### src/hw/rtl/tpmmq_pkg.sv
`timescale 1ns / 1ps
// ----------------------------------------------------------------------------
// tpmmq_pkg
// Shared types and constants for the tree path min/max query block.
// ----------------------------------------------------------------------------
package tpmmq_pkg;
    localparam int NODE_BITS   = 16;
    localparam int LEVELS      = 16;
    localparam int LVL_BITS    = 4;
    localparam int WEIGHT_BITS = 20;
    localparam int DEPTH_BITS  = 16;
    localparam int SLOT_BITS   = NODE_BITS + LVL_BITS;

    localparam logic REQ_ATTACH = 1'b0;
    localparam logic REQ_QUERY  = 1'b1;

    typedef struct packed {
        logic                   req_type;
        logic [NODE_BITS-1:0]   node;
        logic [NODE_BITS-1:0]   other_node;
        logic [WEIGHT_BITS-1:0] weight;
        logic                   is_root;
    } t_in_word;

    typedef struct packed {
        logic [WEIGHT_BITS-1:0] min_weight;
        logic [WEIGHT_BITS-1:0] max_weight;
        logic                   path_empty;
    } t_out_word;

    typedef enum logic [4:0] {
        ST_IDLE,
        ST_A_DRD, ST_A_DWAIT, ST_A_BASE, ST_A_RD1, ST_A_WAIT1, ST_A_RD2, ST_A_WAIT2,
        ST_A_WR,
        ST_Q_DRD, ST_Q_DWAIT, ST_Q_LRD, ST_Q_LWAIT, ST_Q_LDRD, ST_Q_LDWAIT, ST_Q_LSTEP,
        ST_Q_JRD, ST_Q_JWAIT, ST_Q_JSTEP, ST_Q_FRD, ST_Q_FWAIT, ST_Q_FSTEP,
        ST_OUT
    } t_state;

    typedef enum logic [3:0] {
        CMD_NONE,
        CMD_LOAD,
        CMD_DEPTH_RD,
        CMD_DEPTH_CAP,
        CMD_A_BASE,
        CMD_A_RD_U,
        CMD_A_CAP_U,
        CMD_A_RD_AN,
        CMD_A_WRITE,
        CMD_RD_V,
        CMD_RD_U,
        CMD_DEPTH_AN_RD,
        CMD_L_STEP,
        CMD_J_STEP,
        CMD_F_STEP,
        CMD_EMIT
    } t_cmd_op;

    typedef struct packed {
        t_cmd_op             op;
        logic [LVL_BITS-1:0] level;
    } t_cmd;

    typedef struct packed {
        logic is_query;
        logic bad;
        logic same;
        logic v_eq_u;
        logic out_full;
    } t_status;
endpackage

### src/hw/rtl/tpmmq_ctrl.sv
`timescale 1ns / 1ps
// ----------------------------------------------------------------------------
// tpmmq_ctrl
// Sequencer for attach builds and two-pass query climbs.
// ----------------------------------------------------------------------------
module tpmmq_ctrl (
    input  logic              i_clk,
    input  logic              i_rst_n,
    input  logic              i_valid,
    output logic              o_stall,
    input  tpmmq_pkg::t_status i_status,
    output tpmmq_pkg::t_cmd    o_cmd
);
    tpmmq_pkg::t_state r_state, n_state;
    logic [tpmmq_pkg::LVL_BITS-1:0] r_lvl, n_lvl;

    always_ff @(posedge i_clk) begin
        if (!i_rst_n) begin
            r_state <= tpmmq_pkg::ST_IDLE;
            r_lvl   <= '0;
        end else begin
            r_state <= n_state;
            r_lvl   <= n_lvl;
        end
    end

    always_comb begin
        n_state  = r_state;
        n_lvl    = r_lvl;
        o_stall  = 1'b1;
        o_cmd.op = tpmmq_pkg::CMD_NONE;
        o_cmd.level = r_lvl;
        case (r_state)
            tpmmq_pkg::ST_IDLE: begin
                o_stall = 1'b0;
                if (i_valid) begin
                    o_cmd.op = tpmmq_pkg::CMD_LOAD;
                    n_state  = tpmmq_pkg::ST_A_DRD;
                end
            end
            tpmmq_pkg::ST_A_DRD: begin
                if (i_status.is_query) begin
                    n_state = tpmmq_pkg::ST_Q_DRD;
                end else if (i_status.bad) begin
                    n_state = tpmmq_pkg::ST_IDLE;
                end else begin
                    o_cmd.op = tpmmq_pkg::CMD_DEPTH_RD;
                    n_state  = tpmmq_pkg::ST_A_DWAIT;
                end
            end
            tpmmq_pkg::ST_A_DWAIT: begin
                n_state = tpmmq_pkg::ST_A_BASE;
            end
            tpmmq_pkg::ST_A_BASE: begin
                o_cmd.op = tpmmq_pkg::CMD_A_BASE;
                n_lvl    = 4'd1;
                n_state  = (tpmmq_pkg::LEVELS > 1) ? tpmmq_pkg::ST_A_RD1 : tpmmq_pkg::ST_IDLE;
            end
            tpmmq_pkg::ST_A_RD1: begin
                o_cmd.op = tpmmq_pkg::CMD_A_RD_U;
                n_state  = tpmmq_pkg::ST_A_WAIT1;
            end
            tpmmq_pkg::ST_A_WAIT1: begin
                o_cmd.op = tpmmq_pkg::CMD_A_CAP_U;
                n_state  = tpmmq_pkg::ST_A_RD2;
            end
            tpmmq_pkg::ST_A_RD2: begin
                o_cmd.op = tpmmq_pkg::CMD_A_RD_AN;
                n_state  = tpmmq_pkg::ST_A_WAIT2;
            end
            tpmmq_pkg::ST_A_WAIT2: begin
                o_cmd.op = tpmmq_pkg::CMD_A_RD_AN;
                n_state  = tpmmq_pkg::ST_A_WR;
            end
            tpmmq_pkg::ST_A_WR: begin
                o_cmd.op = tpmmq_pkg::CMD_A_WRITE;
                if (r_lvl == 4'(tpmmq_pkg::LEVELS - 1)) begin
                    n_state = tpmmq_pkg::ST_IDLE;
                end else begin
                    n_lvl   = r_lvl + 4'd1;
                    n_state = tpmmq_pkg::ST_A_RD1;
                end
            end
            tpmmq_pkg::ST_Q_DRD: begin
                if (i_status.bad || i_status.same) begin
                    n_state = tpmmq_pkg::ST_OUT;
                end else begin
                    o_cmd.op = tpmmq_pkg::CMD_DEPTH_RD;
                    n_state  = tpmmq_pkg::ST_Q_DWAIT;
                end
            end
            tpmmq_pkg::ST_Q_DWAIT: begin
                o_cmd.op = tpmmq_pkg::CMD_DEPTH_CAP;
                n_lvl    = 4'(tpmmq_pkg::LEVELS - 1);
                n_state  = tpmmq_pkg::ST_Q_LRD;
            end
            tpmmq_pkg::ST_Q_LRD: begin
                o_cmd.op = tpmmq_pkg::CMD_RD_V;
                n_state  = tpmmq_pkg::ST_Q_LWAIT;
            end
            tpmmq_pkg::ST_Q_LWAIT: begin
                n_state = tpmmq_pkg::ST_Q_LDRD;
            end
            tpmmq_pkg::ST_Q_LDRD: begin
                o_cmd.op = tpmmq_pkg::CMD_DEPTH_AN_RD;
                n_state  = tpmmq_pkg::ST_Q_LDWAIT;
            end
            tpmmq_pkg::ST_Q_LDWAIT: begin
                n_state = tpmmq_pkg::ST_Q_LSTEP;
            end
            tpmmq_pkg::ST_Q_LSTEP: begin
                o_cmd.op = tpmmq_pkg::CMD_L_STEP;
                if (r_lvl == '0) begin
                    n_lvl   = 4'(tpmmq_pkg::LEVELS - 1);
                    n_state = tpmmq_pkg::ST_Q_JRD;
                end else begin
                    n_lvl   = r_lvl - 4'd1;
                    n_state = tpmmq_pkg::ST_Q_LRD;
                end
            end
            tpmmq_pkg::ST_Q_JRD: begin
                if (i_status.v_eq_u) begin
                    n_state = tpmmq_pkg::ST_OUT;
                end else begin
                    o_cmd.op = tpmmq_pkg::CMD_RD_U;
                    n_state  = tpmmq_pkg::ST_Q_JWAIT;
                end
            end
            tpmmq_pkg::ST_Q_JWAIT: begin
                n_state = tpmmq_pkg::ST_Q_JSTEP;
            end
            tpmmq_pkg::ST_Q_JSTEP: begin
                o_cmd.op = tpmmq_pkg::CMD_J_STEP;
                if (r_lvl == '0) begin
                    n_state = tpmmq_pkg::ST_Q_FRD;
                end else begin
                    n_lvl   = r_lvl - 4'd1;
                    n_state = tpmmq_pkg::ST_Q_JRD;
                end
            end
            tpmmq_pkg::ST_Q_FRD: begin
                o_cmd.op = tpmmq_pkg::CMD_RD_U;
                n_state  = tpmmq_pkg::ST_Q_FWAIT;
            end
            tpmmq_pkg::ST_Q_FWAIT: begin
                n_state = tpmmq_pkg::ST_Q_FSTEP;
            end
            tpmmq_pkg::ST_Q_FSTEP: begin
                o_cmd.op = tpmmq_pkg::CMD_F_STEP;
                n_state  = tpmmq_pkg::ST_OUT;
            end
            tpmmq_pkg::ST_OUT: begin
                if (!i_status.out_full) begin
                    o_cmd.op = tpmmq_pkg::CMD_EMIT;
                    n_state  = tpmmq_pkg::ST_IDLE;
                end
            end
            default: begin
                n_state = tpmmq_pkg::ST_IDLE;
            end
        endcase
    end
endmodule

### config.mk
export PLATFORM = sky130hd
export DESIGN_NAME = tpmmq_ctrl
export DESIGN_NICKNAME = d
export VERILOG_FILES = /design/src/hw/rtl/tpmmq_pkg.sv /design/src/hw/rtl/tpmmq_ctrl.sv
export SDC_FILE = /design/constraint.sdc
export NUM_CORES = 1
export LEC_CHECK = 0
export BUFFER_PORTS_ARGS = -buffer_cell sky130_fd_sc_hd__buf_2
export CAP_MARGIN = 10
export CORE_MARGIN = 2
export CORE_UTILIZATION = 50
export DETAILED_ROUTE_END_ITERATION = 10
export PLACE_DENSITY = 0.72
export SLEW_MARGIN = 20
export SYNTH_ARGS = -nofsm -noshare
export SYNTH_HDL_FRONTEND = slang
export SYNTH_SLANG_ARGS = --single-unit
### constraint.sdc
create_clock -name i_clk -period 3.76 [get_ports i_clk]
set_clock_uncertainty 0.1 [all_clocks]
set_input_delay 0 -clock i_clk [delete_from_list [all_inputs] [get_ports i_clk]]
set_output_delay 0 -clock i_clk [all_outputs]
set_load 0.02 [all_outputs]
==> results of run 1 <==
## tightest hold or removal path, delay by kind of cell
kind	cells	cell delay [ns]
compound gates	2	0.27
buf+inv	1	0.10
simple gates	1	0.04
## power groups by stage
stage | clock [mW] | sequential [mW] | combinational, mW
4_1_cts | 0.0792 | 0.218 | 0.411
3_5_place_dp | 0 | 0.220 | 0.407
6_report | 0.0782 | 0.222 | 0.414
3_3_place_gp | 0 | 0.218 | 0.402
5_1_grt | 0.0870 | 0.232 | 0.456
2_1_floorplan | 0 | 0.133 | 0.398
## through the flow
step                utilization (%)  setup slack, ns  cells  hold WS, ns  area [sq um]
floorplan                         -             1.99    158       0.0217          1090
global placement               57.3             1.33    190        0.186          1150
detailed placement             57.3             1.28    190        0.183          1150
CTS                            60.1             1.28    197       0.0929          1200
global route                   60.1             1.04    197       0.0932          1200
finish                         60.1             1.19    197       0.0867          1200
## how the worst max path moves through the flow
stage / from / endpoint / slack (ns) / cells past startpoint
floorplan: r_lvl[0]$_SDFFE_PN0P_ / r_lvl[2]$_SDFFE_PN0P_ / 1.99 / 5
global placement: r_state[3]$_SDFFE_PN0P_ / r_lvl[2]$_SDFFE_PN0P_ / 1.33 / 5
detailed placement: r_state[3]$_SDFFE_PN0P_ / r_lvl[2]$_SDFFE_PN0P_ / 1.28 / 5
CTS: r_state[3]$_SDFFE_PN0P_ / r_lvl[2]$_SDFFE_PN0P_ / 1.28 / 5
global route: r_state[3]$_SDFFE_PN0P_ / r_lvl[2]$_SDFFE_PN0P_ / 1.04 / 5
finish: r_state[3]$_SDFFE_PN0P_ / r_lvl[2]$_SDFFE_PN0P_ / 1.19 / 5
## kinds of logic after synthesis
kind of cell    count (synthesis)
compound gates                 63
simple gates                   57
buf+inv                        21
flops                           9
xor+xnor                        5
fa+ha+maj                       3
## registers in the layout, indices dropped and copies added (netlist names)
register and cells:
r_state 5, r_lvl 4
## Yosys cell counts, types with 4 or more instances
cell      count
a21oi_1      12
nor2_1       12
o21ai_0      12
inv_1        10
nand2_1      10
dfxtp_1       9
nor3_1        9
a31oi_1       7
o22ai_1       6
buf_2         4
nand2b_1      4
nand3_1       4
## area by class of cell
type	instances	area, sq um	share of cell area (%)
sequential	9	180	15.0
tap	27	33.8	2.81
multi-input combinational	128	816	67.8
inverter	10	37.5	3.12
timing repair buffer	19	110	9.15
clock buffer	4	26.3	2.18
## per-layer routing
layer  vias to the layer above  routed length, um
met5                         -                  0
met2                        69               1290
met3                         3                281
li1                        615                  -
met4                         0                 21
met1                       563               1350
## timing repair
| item | CTS | global route |
|---|---|---|
| resized for setup | 0 | 0 |
| hold buffers | 3 | 0 |
| setup endpoints to repair | 0 | 0 |
| hold endpoints to repair | 6 | 0 |
==> impl_metrics.json, run 1 <==
{
  "outcome": "finished clean",
  "p_int_mw": 0.331,
  "seqPwrFrac_pct": 31.1,
  "drive_gt1_share_pct": 14.1,
  "path_max_fanout": 27,
  "vias": 1250,
  "synth_fp_nets": 169,
  "swShare_pct": 53.7,
  "power_mw": 0.714,
  "met2_usage_pct": 35.7,
  "grtUsageMet3_pct": 6.25,
  "synth_ff_type": "dfxtp_1",
  "synthCells": 158,
  "setup_tns_ns": 0,
  "die_area_sq_mm": 0.00256,
  "switching_power_mw": 0.384,
  "cts_buffers": 3,
  "start_util_pct": 54.3,
  "dieHeight_um": 50.6,
  "synth_compound_area_share_pct": 38.3,
  "fillCellCount": 199,
  "portBuffers": 16,
  "pwr-share-comb_pct": 58.0,
  "synthArstFlopShare_pct": 0,
  "cts_root_buf": "clkbuf_4",
  "dpl.hpwl_um": 2100,
  "fin_nets": 182,
  "synth.area.top_cells": "dfxtp_1, a21oi_1, o21ai_0",
  "cts_max_level": 1,
  "synth_mux_area_share_pct": 0,
  "path_class": "flip-flop to flip-flop",
  "finalCritPeriodShare_pct": 68.3,
  "setup_violations": 0,
  "hold_end": "r_state[0]$_SDFFE_PN0P_",
  "hold_path_class": "input port to flip-flop",
  "synth_top_family_by_area": "compound AO/OA/AOI/OAI gates",
  "dr.pass1.iters": 4,
  "grt_pass1_wl_um": 4970,
  "rr_startpoint": "r_state[3]$_SDFFE_PN0P_",
  "reg2reg_slack_ns": 1.19,
  "synth_seq_area_share_pct": 16.6,
  "power_density_mw_per_mm2": 593,
  "required_ns": 3.78,
  "core_area_sq_mm": 0.00200,
  "rsz0062_at_grt": "no",
  "yosysWarnings": 0,
  "maxCapViolCount": 0,
  "cts_setup_buffers": 0,
  "layout_commonest_cell": "buf_2",
  "antenna_found_initial": 0,
  "rows": 16,
  "syn-cell-area_sq_mm": 0.00109,
  "wl_um": 2940,
  "period_minus_slack_ns": 2.57,
  "grt_max_degree": 28,
  "r2r_end": "r_lvl[2]$_SDFFE_PN0P_",
  "layout_common_cells": "buf_2, nor2_1, a21oi_1, o21ai_0",
  "relSlewSlack_pct": 40.5,
  "path_cells": "or3b_1 -> o22ai_1 -> a32o_1 -> a2111oi_0 -> o22ai_1",
  "slew_viol_final": 0,
  "ys_types": 50,
  "synth_top_area_cell": "dfxtp_1",
  "p_clk_share_pct": 10.9,
  "antenna_cells": 0,
  "io_pins": 17,
  "synth_edf_count": 0,
  "ant_nets": 0,
  "cts_num_sinks": 9,
  "critPathArrivalTime_ns": 2.59,
  "critPathTopFamily": "compound AO/OA/AOI/OAI gates",
  "clkTransAtPathRegs_ns": 0.07,
  "gr-max-usage-layer": "met1",
  "synth_seq_cells": 9,
  "gp_routability_congestion": 0.920,
  "leakage_nw": 0.451,
  "clkLatencyLatePin_ns": 0.27,
  "tightest_slew_ns": 0.891,
  "via_per_inst": 6.35,
  "grt_util_met1_pct": 36.3,
  "remaining_drc_errors": 0,
  "grt_pass1_vias": 1111,
  "wire_per_inst_um": 14.9,
  "grt_overflow_total": 0,
  "start_kind": "flip-flop",
  "min_from": "i_status[4]",
  "syn2layout_area_growth_pct": 10.7,
  "first_iter_violations": 70,
  "clock.fmax_ghz": 0.389,
  "crit_path_end_kind": "flip-flop",
  "clk_path_buf_depth": 2,
  "hold_viol": 0,
  "groute.usage.overall_pct": 25.0,
  "min_path_cells": 4,
  "crit_path_max_incr_delay_ns": 0.91,
  "die_x_um": 50.6,
  "cts_tree": "built",
  "synth_top_area_share_pct": 16.6,
  "ir_drop_mv": 0.409,
  "crit_buf_inv": 0,
  "synth.avg_cell_area_sq_um": 6.88,
  "synth_simple_gate_area_share_pct": 29.2,
  "rr_worst_depth": 5,
  "synth_xor_area_share_pct": 4.03,
  "cpMostUsedCell": "o22ai_1",
  "yosys.area_share.adder_pct": 3.45,
  "slowest_stage": "dfxtp_1"
}
No activity file was read; power rests on OpenSTA's default activity.
==> run 2, diff against run 1 <==
--- a/config.mk
+++ b/config.mk
@@ -5,12 +5,13 @@
 export SDC_FILE = /design/constraint.sdc
 export NUM_CORES = 1
 export LEC_CHECK = 0
+export ABC_AREA = 1
 export BUFFER_PORTS_ARGS = -buffer_cell sky130_fd_sc_hd__buf_2
 export CAP_MARGIN = 10
 export CORE_MARGIN = 2
 export CORE_UTILIZATION = 50
 export DETAILED_ROUTE_END_ITERATION = 10
-export PLACE_DENSITY = 0.72
+export PLACE_DENSITY = 0.71
 export SLEW_MARGIN = 20
 export SYNTH_ARGS = -nofsm -noshare
 export SYNTH_HDL_FRONTEND = slang
==> constraint.sdc (replaced) <==
create_clock -name i_clk -period 2.6 [get_ports i_clk]
set_clock_uncertainty 0.1 [all_clocks]
set_input_delay 0 -clock i_clk [delete_from_list [all_inputs] [get_ports i_clk]]
set_output_delay 0 -clock i_clk [all_outputs]
set_load 0.02 [all_outputs]
==> run 2 against run 1 <==
Compared with the run above: first-iteration DRC count down 39%; largest cell class unchanged; via count up 10%; clock power up 36%; sequential share of layout area down 1.0 points; power up 21%; wire length up 8.7%; cell area up 7.3%; synthesized cell count up 28%; combinational power up 31%; worst hold slack worse by 0.087 ns; sequential cell count unchanged; critical path depth up 4.
==> impl_metrics.json, run 2 <==
{
  "outcome": "finished clean",
  "synth_common_cells": "nand2_1, nor2_1, nand3_1",
  "yosys.area_share.adder_pct": 3.23,
  "synth_xor_area_share_pct": 1.51,
  "layoutNonFillerInstCount": 248,
  "cts_tree": "built",
  "synth_fp_nets": 213,
  "first_iter_violations": 43,
  "leakage_nw": 0.678,
  "yosysWarnings": 0,
  "clock.fmax_ghz": 0.501,
  "vias": 1380,
  "dr.pass1.iters": 4,
  "top_register": "r_state",
  "core_area_sq_mm": 0.00221,
  "path_max_fanout": 7,
  "start_util_pct": 52.5,
  "wire_per_inst_um": 12.9,
  "grt_max_degree": 11,
  "cts_buffers": 3,
  "grt_pass1_wl_um": 5290,
  "setup_violations": 0,
  "maxCapViolCount": 0,
  "postCtsResizedCells": 0,
  "syn2layout_area_growth_pct": 11.1,
  "portBuffers": 16,
  "dpl.hpwl_um": 2620,
  "synth_compound_area_share_pct": 10.8,
  "largest_register_ffs": 5,
  "wl_um": 3190,
  "synth_mux_area_share_pct": 0,
  "groute.usage.overall_pct": 25.9,
  "synth_top_family_by_area": "simple AND/OR/NAND/NOR gates",
  "largestRegisters": "r_state: 5 flops, r_lvl: 4 flops",
  "min_path_cells": 3,
  "cts_setup_buffers": 0,
  "crit_path_end_kind": "output pin",
  "clkTransAtPathRegs_ns": 0.06,
  "synth_edf_count": 0,
  "finalInstanceArea_sq_mm": 0.00129,
  "rsz0062_at_grt": "no",
  "die_area_sq_mm": 0.00273,
  "place_inst": 243,
  "die_x_um": 52.2,
  "grt_overflow_total": 0,
  "ys_types": 31,
  "cts_max_level": 1,
  "setup_tns_ns": 0,
  "rows": 17,
  "synth_ff_type": "dfxtp_1",
  "grt_pass1_vias": 1292,
  "via_per_inst": 5.56,
  "start_kind": "flip-flop",
  "remaining_drc_errors": 0,
  "critPathArrivalTime_ns": 1.89,
  "relSlewSlack_pct": 66.4,
  "period_minus_slack_ns": 1.99,
  "path_class": "flip-flop to output pin",
  "synthArstFlopShare_pct": 0,
  "cts_num_sinks": 9,
  "ir_drop_mv": 0.567,
  "synth_seq_area_share_pct": 15.5,
  "drive_gt1_share_pct": 23.6,
  "syn-cell-area_sq_mm": 0.00116,
  "synth_seq_cells": 9,
  "dieHeight_um": 52.2,
  "layout_common_cells": "nand2_1, nor2_1, nand3_1",
  "antenna_found_initial": 0,
  "rr_worst_depth": 9,
  "fin_nets": 232,
  "synth_top_area_cell": "nand2_1",
  "synthCells": 202,
  "antenna_cells": 0,
  "hold_path_class": "input port to flip-flop",
  "tightest_slew_ns": 0.504,
  "dpl_cell_area_sq_mm": 0.00125,
  "clkLatencyLatePin_ns": 0.26,
  "synth_simple_gate_area_share_pct": 58.7,
  "gp_routability_congestion": 1.07,
  "ant_nets": 0,
  "io_pins": 17,
  "cts_root_buf": "clkbuf_4",
  "hold_viol": 0,
  "required_ns": 2.50,
  "yosysMostFrequentCell": "nand2_1",
  "slew_viol_final": 0,
  "synth_top_area_share_pct": 16.1,
  "cts_hold_buf": 1,
  "power_density_mw_per_mm2": 669,
  "finalCritPeriodShare_pct": 76.7,
  "synth.area.top_cells": "nand2_1, dfxtp_1, nor2_1",
  "layout_commonest_cell": "nand2_1",
  "synth.avg_cell_area_sq_um": 5.75,
  "clk_path_buf_depth": 2
}
==> run 2: changes by cell type after synthesis, sizes merged, moves of 7 or more <==
cell	before	now
nand3	4	23
nand2	10	62
o22ai	7	0
o21ai	14	4
nor2	12	48
inv	10	25
==> run 2: final cells by class <==
| cell class | instances | area [sq um] |
|---|---|---|
| clock buffers | 3 | 22.5 |
| fillers | 244 | 921 |
| well taps | 28 | 35.0 |
| multi-input cells | 165 | 862 |
| flip-flops and latches | 9 | 180 |
| repair buffers | 17 | 90.1 |
| clock inverters | 1 | 5.00 |
| inverters | 25 | 96.3 |
==> run 2: report_power, final <==
group          switching (mW)  internal [mW]  leakage (nW)
clock                  0.0492         0.0567        0.0177
sequential             0.0538          0.162        0.0730
combinational           0.369          0.174         0.587
==> run 2: critical path, stage by stage (launching register included) <==
cell and delay, ns:
dfxtp_1 0.42, inv_1 0.11, nor2_2 0.28, nand2_2 0.12
nor2_1 0.15, nand2_1 0.07, inv_1 0.11, nor2_1 0.07
o2111ai_1 0.11, buf_2 0.20
==> run 2: worst paths after layout <==
kind                      startpoint                      end  slack, ns
max          r_state[2]$_SDFFE_PN0P_                 o_cmd[7]       0.61
min                      i_status[0]  r_state[2]$_SDFFE_PN0P_     0.0002
max reg2reg    r_lvl[0]$_SDFFE_PN0P_  r_state[3]$_SDFFE_PN0P_       0.82
min reg2reg    r_lvl[3]$_SDFFE_PN0P_    r_lvl[3]$_SDFFE_PN0P_       0.45
==> run 2: per-stage QoR <==
step / hold slack, ns / utilization (%) / total power [mW] / setup WS, ns
floorplan: 0.0205 / - / 0.625 / 0.983
global placement: 0.136 / 56.7 / 0.748 / 0.844
detailed placement: 0.150 / 56.7 / 0.753 / 0.843
CTS: 0.00180 / 58.4 / 0.863 / 0.615
global route: 0.0192 / 58.4 / 0.944 / 0.458
finish: 0.000167 / 58.4 / 0.864 / 0.605
==> run 2: kinds of logic after synthesis <==
logic type	count (synthesis)
fa+ha+maj	3
flops	9
simple gates	139
xor+xnor	2
buf+inv	28
compound gates	21
==> run 2: routing by layer <==
| layer | vias to the layer above | global-route usage [%] | routed length, um |
|---|---|---|---|
| met1 | 621 | 27.8 | 1300 |
| met5 | - | 0 | 0 |
| met3 | 12 | 2.86 | 149 |
| met4 | 0 | 9.83 | 104 |
| li1 | 687 | - | - |
| met2 | 60 | 51.1 | 1640 |
